## src/sv/bfp_pkg.sv

```systemverilog
// ----------------------------------------------------------------------------
// Bloom filter package
// Shared constants, command codes and a helper function for the five-probe
// Bloom filter core.
// ----------------------------------------------------------------------------
package bfp_pkg;

  localparam int MAX_FILTER_BYTES = 1024;

  localparam int CMD_W      = 3;
  localparam int WORD_W     = 32;
  localparam int NUM_PROBES = 5;
  localparam int PROBE_W    = $clog2(NUM_PROBES);
  localparam int CFG_W      = 11;
  localparam int BYTE_IDX_W = 10;
  localparam int BYTE_W     = 8;
  localparam int BIT_SEL_W  = 3;
  localparam int BIT_IDX_W  = CFG_W + BIT_SEL_W;
  localparam int FILL_W     = 14;
  localparam int POP_W      = 4;

  localparam int DIGIT_BITS = 4;
  localparam int MOD_STEPS  = WORD_W / DIGIT_BITS;
  localparam int MOD_CNT_W  = $clog2(MOD_STEPS);

  localparam logic [CFG_W-1:0]  CFG_RESET = 11'd1024;
  localparam logic [WORD_W-1:0] COLL_MAX  = '1;

  localparam logic [CMD_W-1:0] CMD_ADD   = 3'd0;
  localparam logic [CMD_W-1:0] CMD_CHECK = 3'd1;
  localparam logic [CMD_W-1:0] CMD_CLEAR = 3'd2;
  localparam logic [CMD_W-1:0] CMD_MERGE = 3'd3;
  localparam logic [CMD_W-1:0] CMD_COUNT = 3'd4;

  function automatic logic [POP_W-1:0] popcount8(input logic [BYTE_W-1:0] b);
    logic [POP_W-1:0] n;
    n = '0;
    for (int i = 0; i < BYTE_W; i++) begin
      n = n + POP_W'(b[i]);
    end
    return n;
  endfunction

endpackage

```

## src/sv/bfp_mod_unit.sv

```systemverilog
// ----------------------------------------------------------------------------
// Bloom filter remainder unit
// Iterative restoring remainder of a 32-bit word by the filter bit length,
// several dividend bits per cycle.
// ----------------------------------------------------------------------------
module bfp_mod_unit (
  input  logic                           clk,
  input  logic                           rst_n,
  input  logic                           start,
  input  logic [bfp_pkg::WORD_W-1:0]     dividend,
  input  logic [bfp_pkg::BIT_IDX_W-1:0]  divisor,
  output logic                           done,
  output logic [bfp_pkg::BIT_IDX_W-1:0]  rem
);

  localparam logic [bfp_pkg::MOD_CNT_W-1:0] MOD_CNT_ONE  = bfp_pkg::MOD_CNT_W'(1);
  localparam logic [bfp_pkg::MOD_CNT_W-1:0] MOD_CNT_LAST =
    bfp_pkg::MOD_CNT_W'(bfp_pkg::MOD_STEPS - 1);

  logic                           busy_r;
  logic                           done_r;
  logic [bfp_pkg::MOD_CNT_W-1:0]  cnt_r;
  logic [bfp_pkg::WORD_W-1:0]     q_r;
  logic [bfp_pkg::WORD_W-1:0]     q_nxt;
  logic [bfp_pkg::BIT_IDX_W-1:0]  rem_r;
  logic [bfp_pkg::BIT_IDX_W-1:0]  rem_nxt;

  always_comb begin
    logic [bfp_pkg::BIT_IDX_W:0] wide;
    q_nxt   = q_r;
    rem_nxt = rem_r;
    for (int i = 0; i < bfp_pkg::DIGIT_BITS; i++) begin
      wide  = {rem_nxt, q_nxt[bfp_pkg::WORD_W-1]};
      q_nxt = {q_nxt[bfp_pkg::WORD_W-2:0], 1'b0};
      if (wide >= {1'b0, divisor}) begin
        wide = wide - {1'b0, divisor};
      end
      rem_nxt = wide[bfp_pkg::BIT_IDX_W-1:0];
    end
  end

  always_ff @(posedge clk) begin
    if (!rst_n) begin
      busy_r <= 1'b0;
      done_r <= 1'b0;
      cnt_r  <= '0;
    end else if (start) begin
      busy_r <= 1'b1;
      done_r <= 1'b0;
      cnt_r  <= '0;
    end else if (busy_r) begin
      cnt_r <= cnt_r + MOD_CNT_ONE;
      if (cnt_r == MOD_CNT_LAST) begin
        busy_r <= 1'b0;
        done_r <= 1'b1;
      end
    end else begin
      done_r <= 1'b0;
    end
  end

  always_ff @(posedge clk) begin
    if (start) begin
      q_r   <= dividend;
      rem_r <= '0;
    end else if (busy_r) begin
      q_r   <= q_nxt;
      rem_r <= rem_nxt;
    end
  end

  assign done = done_r;
  assign rem  = rem_r;

endmodule

```

## config.mk

```make
export PLATFORM = sky130hd
export DESIGN_NAME = bfp_mod_unit
export DESIGN_NICKNAME = d
export VERILOG_FILES = /design/src/sv/bfp_pkg.sv /design/src/sv/bfp_mod_unit.sv
export SDC_FILE = /design/constraint.sdc
export NUM_CORES = 1
export LEC_CHECK = 0
export BUFFER_PORTS_ARGS = -buffer_cell sky130_fd_sc_hd__buf_2
export CAP_MARGIN = 5
export CORE_MARGIN = 3
export CORE_UTILIZATION = 23
export DETAILED_ROUTE_END_ITERATION = 8
export MAX_ROUTING_LAYER = met4
export PLACE_DENSITY = 0.47
export SYNTH_ARGS = -nofsm -noshare
export SYNTH_HDL_FRONTEND = slang
export SYNTH_SLANG_ARGS = --single-unit
```

## constraint.sdc

```tcl
create_clock -name clk -period 19.1 [get_ports clk]
set_clock_uncertainty 0.2 [all_clocks]
set_input_delay 0 -clock clk [delete_from_list [all_inputs] [get_ports clk]]
set_output_delay 0 -clock clk [all_outputs]
set_load 0.02 [all_outputs]
```

### After elaboration in Yosys (flattened, before gate mapping)

Index checks and enable logic that the tools add are counted.

| storage, ports and cells | value |
|---|---|
| register bits after elaboration | 51 |
| bits in latches | 0 |
| bits in writable memories | 0 |
| ROM bits | 0 |
| output and inout bits | 15 |
| memories kept | 0 |

| cells by class | value |
|---|---|
| add/sub/neg operators | 5 |
| multipliers | 0 |
| divide/modulo/power cells | 0 |
| $lt $le $gt $ge | 4 |
| eq/ne operators | 1 |
| shifts and indexed selects | 0 |
| multiplexer cells | 9 |
| bitwise logic cells | 2 |
| reductions and logical operators | 3 |

Operators with widths:

| kind | count |
|---|---|
| two-way mux 32 bit | 2 |
| >= comparator 15 x 14 -> 1 bit | 4 |
| two-way mux 14 bit | 4 |
| subtractor 14 bit | 4 |
| adder 3 x 1 -> 3 bit (second input constant) | 1 |
| equality test 3 bit (second input constant) | 1 |
| two-way mux 1 bit | 3 |
| OR reduction 3 bit | 1 |
| inverter 1 bit | 2 |
| nonzero test 2 bit | 1 |
| OR reduction 2 bit | 1 |

### Depth between registers and ports, before layout

Gate-level depths: netlist (run 1).

| depth | value |
|---|---|
| word-level depth | 8 |
| mapped depth | 42 |
| mapped depth without buffers | 41 |

### Worst setup path after synthesis (run 1)

Ideal clock, no wire load.

| timing | value |
|---|---|
| kind | reg-to-reg |
| start | reg rem_r (netlist bit rem[4]) |
| end | reg rem_r (netlist bit rem[10]) |
| library setup time | 0.137 ns |
| arrival time | 9.242 ns |
| data required time | 18.763 ns |
| setup slack | 9.521 ns |
| stages on the path, launching flop included | 40 |
| buffers on the path | 5 |
| clock period less this slack | 9.579 ns |
| cell sequence | dfxtp_1 ha_1 nand4_2 a2111oi_4 o211ai_2 nand2_2 clkbuf_1 mux2i_1 inv_1 ha_1 a21oi_1 o21ai_1 or2_2 o2111a_1 a211o_1 or2_1 buf_6 buf_6 [4 not listed] a211oi_2 or4_1 a31oi_1 o2111ai_2 buf_4 mux2_2 ha_1 a21o_1 a21oi_1 o21ai_0 a221o_1 a31oi_1 a21o_1 o211ai_1 mux2i_4 buf_8 mux2i_1 a211oi_1 |

| on the way | value |
|---|---|
| cells in the longest elaborated chain, start to end | 8 |

Ends and longest elaborated chain:

| what | line | text |
|---|---|---|
| start: declaration | bfp_mod_unit.sv:25 | `logic [bfp_pkg::BIT_IDX_W-1:0] rem_r;` |
| start signal: assignment | bfp_mod_unit.sv:68 | `rem_r <= rem_nxt;` |
| subtractor 14 bit or >= comparator 15 x 14 -> 1 bit (tied branches) | bfp_mod_unit.sv:36, bfp_mod_unit.sv:35 |  |
| two-way mux 14 bit (*) | bfp_mod_unit.sv:35 | `if (wide >= {1'b0, divisor}) begin` |
| subtractor 14 bit or >= comparator 15 x 14 -> 1 bit (tied branches) | bfp_mod_unit.sv:36, bfp_mod_unit.sv:35 |  |
| two-way mux 14 bit (*) | bfp_mod_unit.sv:35 |  |
| subtractor 14 bit or >= comparator 15 x 14 -> 1 bit (tied branches) | bfp_mod_unit.sv:36, bfp_mod_unit.sv:35 |  |
| two-way mux 14 bit (*) | bfp_mod_unit.sv:35 |  |
| subtractor 14 bit or >= comparator 15 x 14 -> 1 bit (tied branches) | bfp_mod_unit.sv:36, bfp_mod_unit.sv:35 |  |
| two-way mux 14 bit (*) | bfp_mod_unit.sv:35 |  |

Every way passes the cells marked *; elsewhere a longest branch is shown, timed or not.
A chain may end at the register's enable or synchronous reset.

### Final worst setup path (run 1)

| timing | value |
|---|---|
| start | reg q_r[31] (netlist bit) |
| end | reg rem_r (netlist bit rem[4]) |

| on the way | value |
|---|---|
| cells in the longest elaborated chain, start to end | 8 |

Ends and longest elaborated chain:

| what | line | text |
|---|---|---|
| start: declaration | bfp_mod_unit.sv:23 | `logic [bfp_pkg::WORD_W-1:0] q_r;` |
| start signal: assignment | bfp_mod_unit.sv:64 | `q_r <= dividend;` |
| start signal: assignment | bfp_mod_unit.sv:67 | `q_r <= q_nxt;` |
| subtractor 14 bit or >= comparator 15 x 14 -> 1 bit (tied branches) | bfp_mod_unit.sv:36, bfp_mod_unit.sv:35 |  |
| two-way mux 14 bit (*) | bfp_mod_unit.sv:35 |  |
| subtractor 14 bit or >= comparator 15 x 14 -> 1 bit (tied branches) | bfp_mod_unit.sv:36, bfp_mod_unit.sv:35 |  |
| two-way mux 14 bit (*) | bfp_mod_unit.sv:35 |  |
| subtractor 14 bit or >= comparator 15 x 14 -> 1 bit (tied branches) | bfp_mod_unit.sv:36, bfp_mod_unit.sv:35 |  |
| two-way mux 14 bit (*) | bfp_mod_unit.sv:35 |  |
| subtractor 14 bit or >= comparator 15 x 14 -> 1 bit (tied branches) | bfp_mod_unit.sv:36, bfp_mod_unit.sv:35 |  |
| two-way mux 14 bit (*) | bfp_mod_unit.sv:35 |  |

Marks and branches as above.

==> results_dict.tcl, run 1 <==
set metrics [dict create \
    outcome "completed" \
    num_rows 55 \
    grt_max_degree 35 \
    hold_viol_final 0 \
    cts.sinks 51 \
    wl_per_cell_um 16.9 \
    antenna_found_initial 0 \
    start_kind "flop" \
    wl_met1_mm 8.15 \
    rsz0062_at_grt "no" \
    worstPathArrival_ns 11.10 \
    ys_ff_latch 51 \
    crit_required_ns 19.03 \
    grt_pass1_wl_mm 26.2 \
    clk_pin_slew_ns 0.08 \
    crit_slowest_cell "or2_1" \
    fin_nets 801 \
    drv_cap 0 \
    vias 4917 \
    area_delta_synth_final_pct 20.2 \
    dr.pass1.iters 5 \
    setup_tns_ns 0 \
    syn_area_sq_mm 0.00550 \
    initial_utilization_pct 23.9 \
    crit_type "flop to flop" \
    critPathMaxFanout 17 \
    hold_buffers 33 \
    yosysWarnings 0 \
    cts_tree "built" \
    synth_top_cell_by_area "edfxtp_1" \
    insertion_delay_ns 0.30 \
    io_buffers 63 \
    min_path_type "primary input to flop" \
    synth.yosys.seq_area_share_pct 24.4 \
    coreArea_sq_mm 0.0231 \
    setup_viol 0 \
    crit_buf_inv 2 \
    cts_root_buf "clkbuf_16" \
    gp_congestion 0.903 \
    drcViolationCount 0 \
    diodes 0 \
    worstSetupEndpointType "flop" \
    period_needed_ns 11.17 \
    final_antenna_net_count 0 \
    wl_mm 17.0 \
    synth_area_leaders "edfxtp_1, ha_1, mux2_2, dfxtp_1, xnor2_1" \
    io_pins 64 \
    post_cts_buffers 0 \
    drive_above_1_share_pct 21.0 \
    die-area_sq_mm 0.0258 \
    syn_nets 711 \
    cpMostUsedCell "ha_1" \
    drv_slew 0 \
    crit_family "compound AO/OA/AOI/OAI gates" \
    ys_top_cells_by_count "ha_1, nor2_1, mux2_2" \
    cts_made_buffers 5 \
    cts_max_path_buffers 2 \
    wl_met3_um 804 \
    fp.dieW_um 161 \
    synth.top_cell.area_share_pct 17.5 \
    synth_edf_count 32 \
    ys_types 77 \
    viasPerCell 4.90 \
    grt_pass1_vias 4705 \
    final_util_pct 28.7 \
    die_y_um 161 \
    grt_overflow 0 \
    dr_wl_met2_mm 7.70 \
    fmax_mhz 89.5 \
    timing.critical_path.slowest_cell_delay_ns 0.61 \
    worst_hold_slack_ns 0.0402 \
    min_period_over_period_pct 58.5 \
    dp_hpwl_mm 13.5 \
    synth-main-ff-cell "edfxtp_1" \
    async_flop_share_pct 0 \
    drt_iter0_markers 330 \
    top_layer_used "met4" \
    grtUsageTotal_pct 13.2 \
    syn_inst 600 \
    relSlewSlack_pct 27.5 \
    cts_resized 0 \
    htree_levels 2 \
    tightestPinTransition_ns 1.09 \
    syn-mean-instance-area_sq_um 9.17 \
]
-- metal layers --
| metal | up-vias | track usage, % |
|---|---|---|
| li1 | 2438 | - |
| met1 | 2315 | 17.9 |
| met2 | 144 | 21.1 |
| met3 | 20 | 1.70 |
| met4 | 0 | 2.54 |
| met5 | - | - |
-- path summary, 6_finish.rpt --
check / startpoint / to / slack (ns) / cells past startpoint
min reg2reg: cnt_r[1]$_SDFFE_PP0P_ / cnt_r[1]$_SDFFE_PP0P_ / 0.31 / 2
min: start / q_r[3]$_SDFFCE_PN0P_ / 0.04 / 2
max reg2reg: q_r[31]$_DFFE_PP_ / rem[4]$_SDFFE_PP0P_ / 7.93 / 37
max: q_r[31]$_DFFE_PP_ / rem[4]$_SDFFE_PP0P_ / 7.93 / 37
-- cell families (layout without fill, tap and decap cells) --
kind of cell               count (synthesis)  count (layout)  synth area share (%)
DFF                                       51              51                  24.4
AOI/OAI and AO/OA                        167             167                  22.2
adders and majority gates                 62              62                  14.6
buffers and inverters                     52             143                  4.25
xor gates and xnor gates                  36              36                  5.73
muxes                                     67              67                  13.9
and+or+nand+nor                          165             165                  14.9
-- flip-flops by register name, summed over array words and instances, names as in the netlist --
signal and flops:
q_r 32, done 1, busy_r 1, rem 14, cnt_r 3
-- layout make-up --
type / instances / area, sq um
multi-input combinational: 497 / 3930
inverter: 37 / 139
clock inverter: 3 / 28.8
tap: 313 / 392
sequential: 51 / 1340
fill: 2479 / 16400
clock buffer: 5 / 125
timing repair buffer: 98 / 661
-- stage by stage --
stage / instance area, sq um / instances / worst slack, ns
floorplan: 5500 / 600 / 9.52
CTS: 6620 / 1004 / 7.99
finish: 6620 / 1004 / 7.93
detailed placement: 6130 / 963 / 8.00
global route: 6620 / 1004 / 7.15
global placement: 6130 / 963 / 8.10
-- placed cells by master (no fill, tap or decap), types with 4 or more instances in the layout --
cell and count:
nand3_1 11, nor2_1 58, xor2_1 11, o21ai_0 25, buf_2 63, fa_1 4
o211ai_1 4, a211oi_1 16, a21o_1 20, mux2_2 44, mux2i_1 17, mux2_4 5
nand2b_1 7, xnor2_1 25, o21bai_1 4, nor3_1 14, nand2_1 28, inv_1 37
and2_1 5, ha_1 58, nor2b_1 7, nand4_1 8, o31ai_1 6, dfxtp_1 19
a21oi_1 38, dlygate4sd3_1 33, o21a_1 8, or3_1 5, edfxtp_1 32, clkbuf_16 5
a211o_1 7
Power of run 1 is left out: the tool's default activity adds up to more than one toggle a clock period on the data nets, which glitch-free logic cannot reach.
==> inputs of run 2 (changes only) <==
Settings changed: PLACE_DENSITY 0.47 to 0.49.
Clock period 19.1 ns to 9.7 ns, I/O delays scaled along.
==> results_dict.tcl, run 2 (synthesis gave the netlist of run 1 again) <==
set metrics [dict create \
    grtUsageMet2_pct 21.8 \
    outcome "completed" \
    drv_cap 0 \
    fp.dieW_um 161 \
    min_path_type "primary input to flop" \
    antenna_found_initial 0 \
    cts_tree "built" \
    num_rows 55 \
    final_antenna_net_count 0 \
    tightestPinTransition_ns 0.537 \
    largest_register "q_r" \
    setup_viol 0 \
    dr.pass1.iters 5 \
    final_common_cell "buf_2" \
    cts.sinks 51 \
    area_delta_synth_final_pct 30.4 \
    die-area_sq_mm 0.0258 \
    io_buffers 63 \
    insertion_delay_ns 0.30 \
    start_kind "flop" \
    hold_viol_final 0 \
    dp.cells 1006 \
    drv_slew 0 \
    viasPerCell 4.88 \
    worstPathArrival_ns 9.34 \
    gr-usage-met3_pct 2.14 \
    diodes 0 \
    grt_overflow 0 \
    placed_area_sq_mm 0.00645 \
    crit_required_ns 9.67 \
    cts_root_buf "clkbuf_16" \
    cts_max_path_buffers 2 \
    final_util_pct 31.1 \
    cts_made_buffers 5 \
    wl_per_cell_um 17.4 \
    grtUsageTotal_pct 14.0 \
    coreArea_sq_mm 0.0231 \
    die_y_um 161 \
    gp_congestion 0.879 \
    crit_type "flop to flop" \
    clk_pin_slew_ns 0.08 \
    num-fill-cells 2435 \
    timing.critical_path.slowest_cell_delay_ns 0.50 \
    fmax_mhz 107 \
    top_usage_layer "met2" \
    relSlewSlack_pct 63.8 \
    gr-usage-met1_pct 19.4 \
    vias 5167 \
    drt_iter0_markers 263 \
    largest_reg_flops 32 \
    drcViolationCount 0 \
    final_cell_count_no_fill 1058 \
    min_period_over_period_pct 96.6 \
    grt_pass1_vias 4937 \
    io_pins 64 \
    r2r_slack_ns 0.33 \
    drive_above_1_share_pct 29.3 \
    htree_levels 2 \
    dp_hpwl_mm 14.5 \
    initial_utilization_pct 23.9 \
    grt_max_degree 33 \
    wl_mm 18.4 \
    grt_pass1_wl_mm 27.8 \
    crit_slowest_cell "or4_1" \
    design_area_sq_mm 0.00718 \
    worstSetupEndpointType "flop" \
    period_needed_ns 9.37 \
    critPathMaxFanout 6 \
    layout_common_cells "buf_2, nor2_1, ha_1, buf_4, mux2_2" \
    fin_nets 855 \
]
## run 2: cell types whose count changed in the layout (fill, tap and decap cells not counted), sizes merged
cell / previous run / this run
dlygate4sd3: 33 / 34
clkinv: 0 / 1
clkbuf: 5 / 6
inv: 40 / 38
clkinvlp: 0 / 1
buf: 65 / 117
## run 2: repair_timing
action,CTS,global route
setup buffers,0,8
pin swaps,0,11
cloned,0,2
hold endpoints to repair,38,0
hold buffers,34,0
setup endpoints to repair,11,14
resized for setup,4,26
## run 2: worst paths after layout
check | end | start | depth (start not counted)
setup / recovery | rem[12]$_SDFFE_PP0P_ | rem[11]$_SDFFE_PP0P_ | 39
hold reg to reg | cnt_r[1]$_SDFFE_PP0P_ | cnt_r[1]$_SDFFE_PP0P_ | 2
hold / removal | rem[0]$_SDFFE_PP0P_ | divisor[0] | 4
setup reg to reg | rem[12]$_SDFFE_PP0P_ | rem[11]$_SDFFE_PP0P_ | 39
## run 2: layer usage
| layer | share of wire, % | wire, um |
|---|---|---|
| met1 | 48 | 8830 |
| met2 | 45 | 8290 |
| met3 | 5.3 | 969 |
| met4 | 1.8 | 330 |
| met5 | 0 | 0 |
## run 2: metrics by stage
stage	hold slack [ns]	setup TNS, ns	setup WS (ns)
after floorplan	-0.0825	0	0.121
after global placement	0.0338	-0.000775	-0.000775
after detailed placement	0.0359	-0.157	-0.0731
after CTS	0.164	0	0.0250
after global routing	0.191	-0.225	-0.0551
final	0.177	0	0.328
## run 2: final cells by class
class | count | area [sq um] | share of cell area [%]
repair buffers | 152 | 1100 | 15.3
inverters | 37 | 139 | 1.93
multi-input cells | 497 | 4060 | 56.5
clock inverters | 3 | 27.5 | 0.383
well taps | 313 | 392 | 5.46
clock buffers | 5 | 125 | 1.74
flip-flops and latches | 51 | 1340 | 18.7
## run 2: critical path, delay by kind of cell (launching register included)
family | cells | cell delay (ns)
and+or+nand+nor | 5 | 1.20
adders and majority gates | 4 | 1.21
muxes | 4 | 1.15
AOI/OAI and AO/OA | 22 | 4.29
DFF | 1 | 0.42
buffers and inverters | 4 | 0.76
Power of run 2 is left out for the same reason.
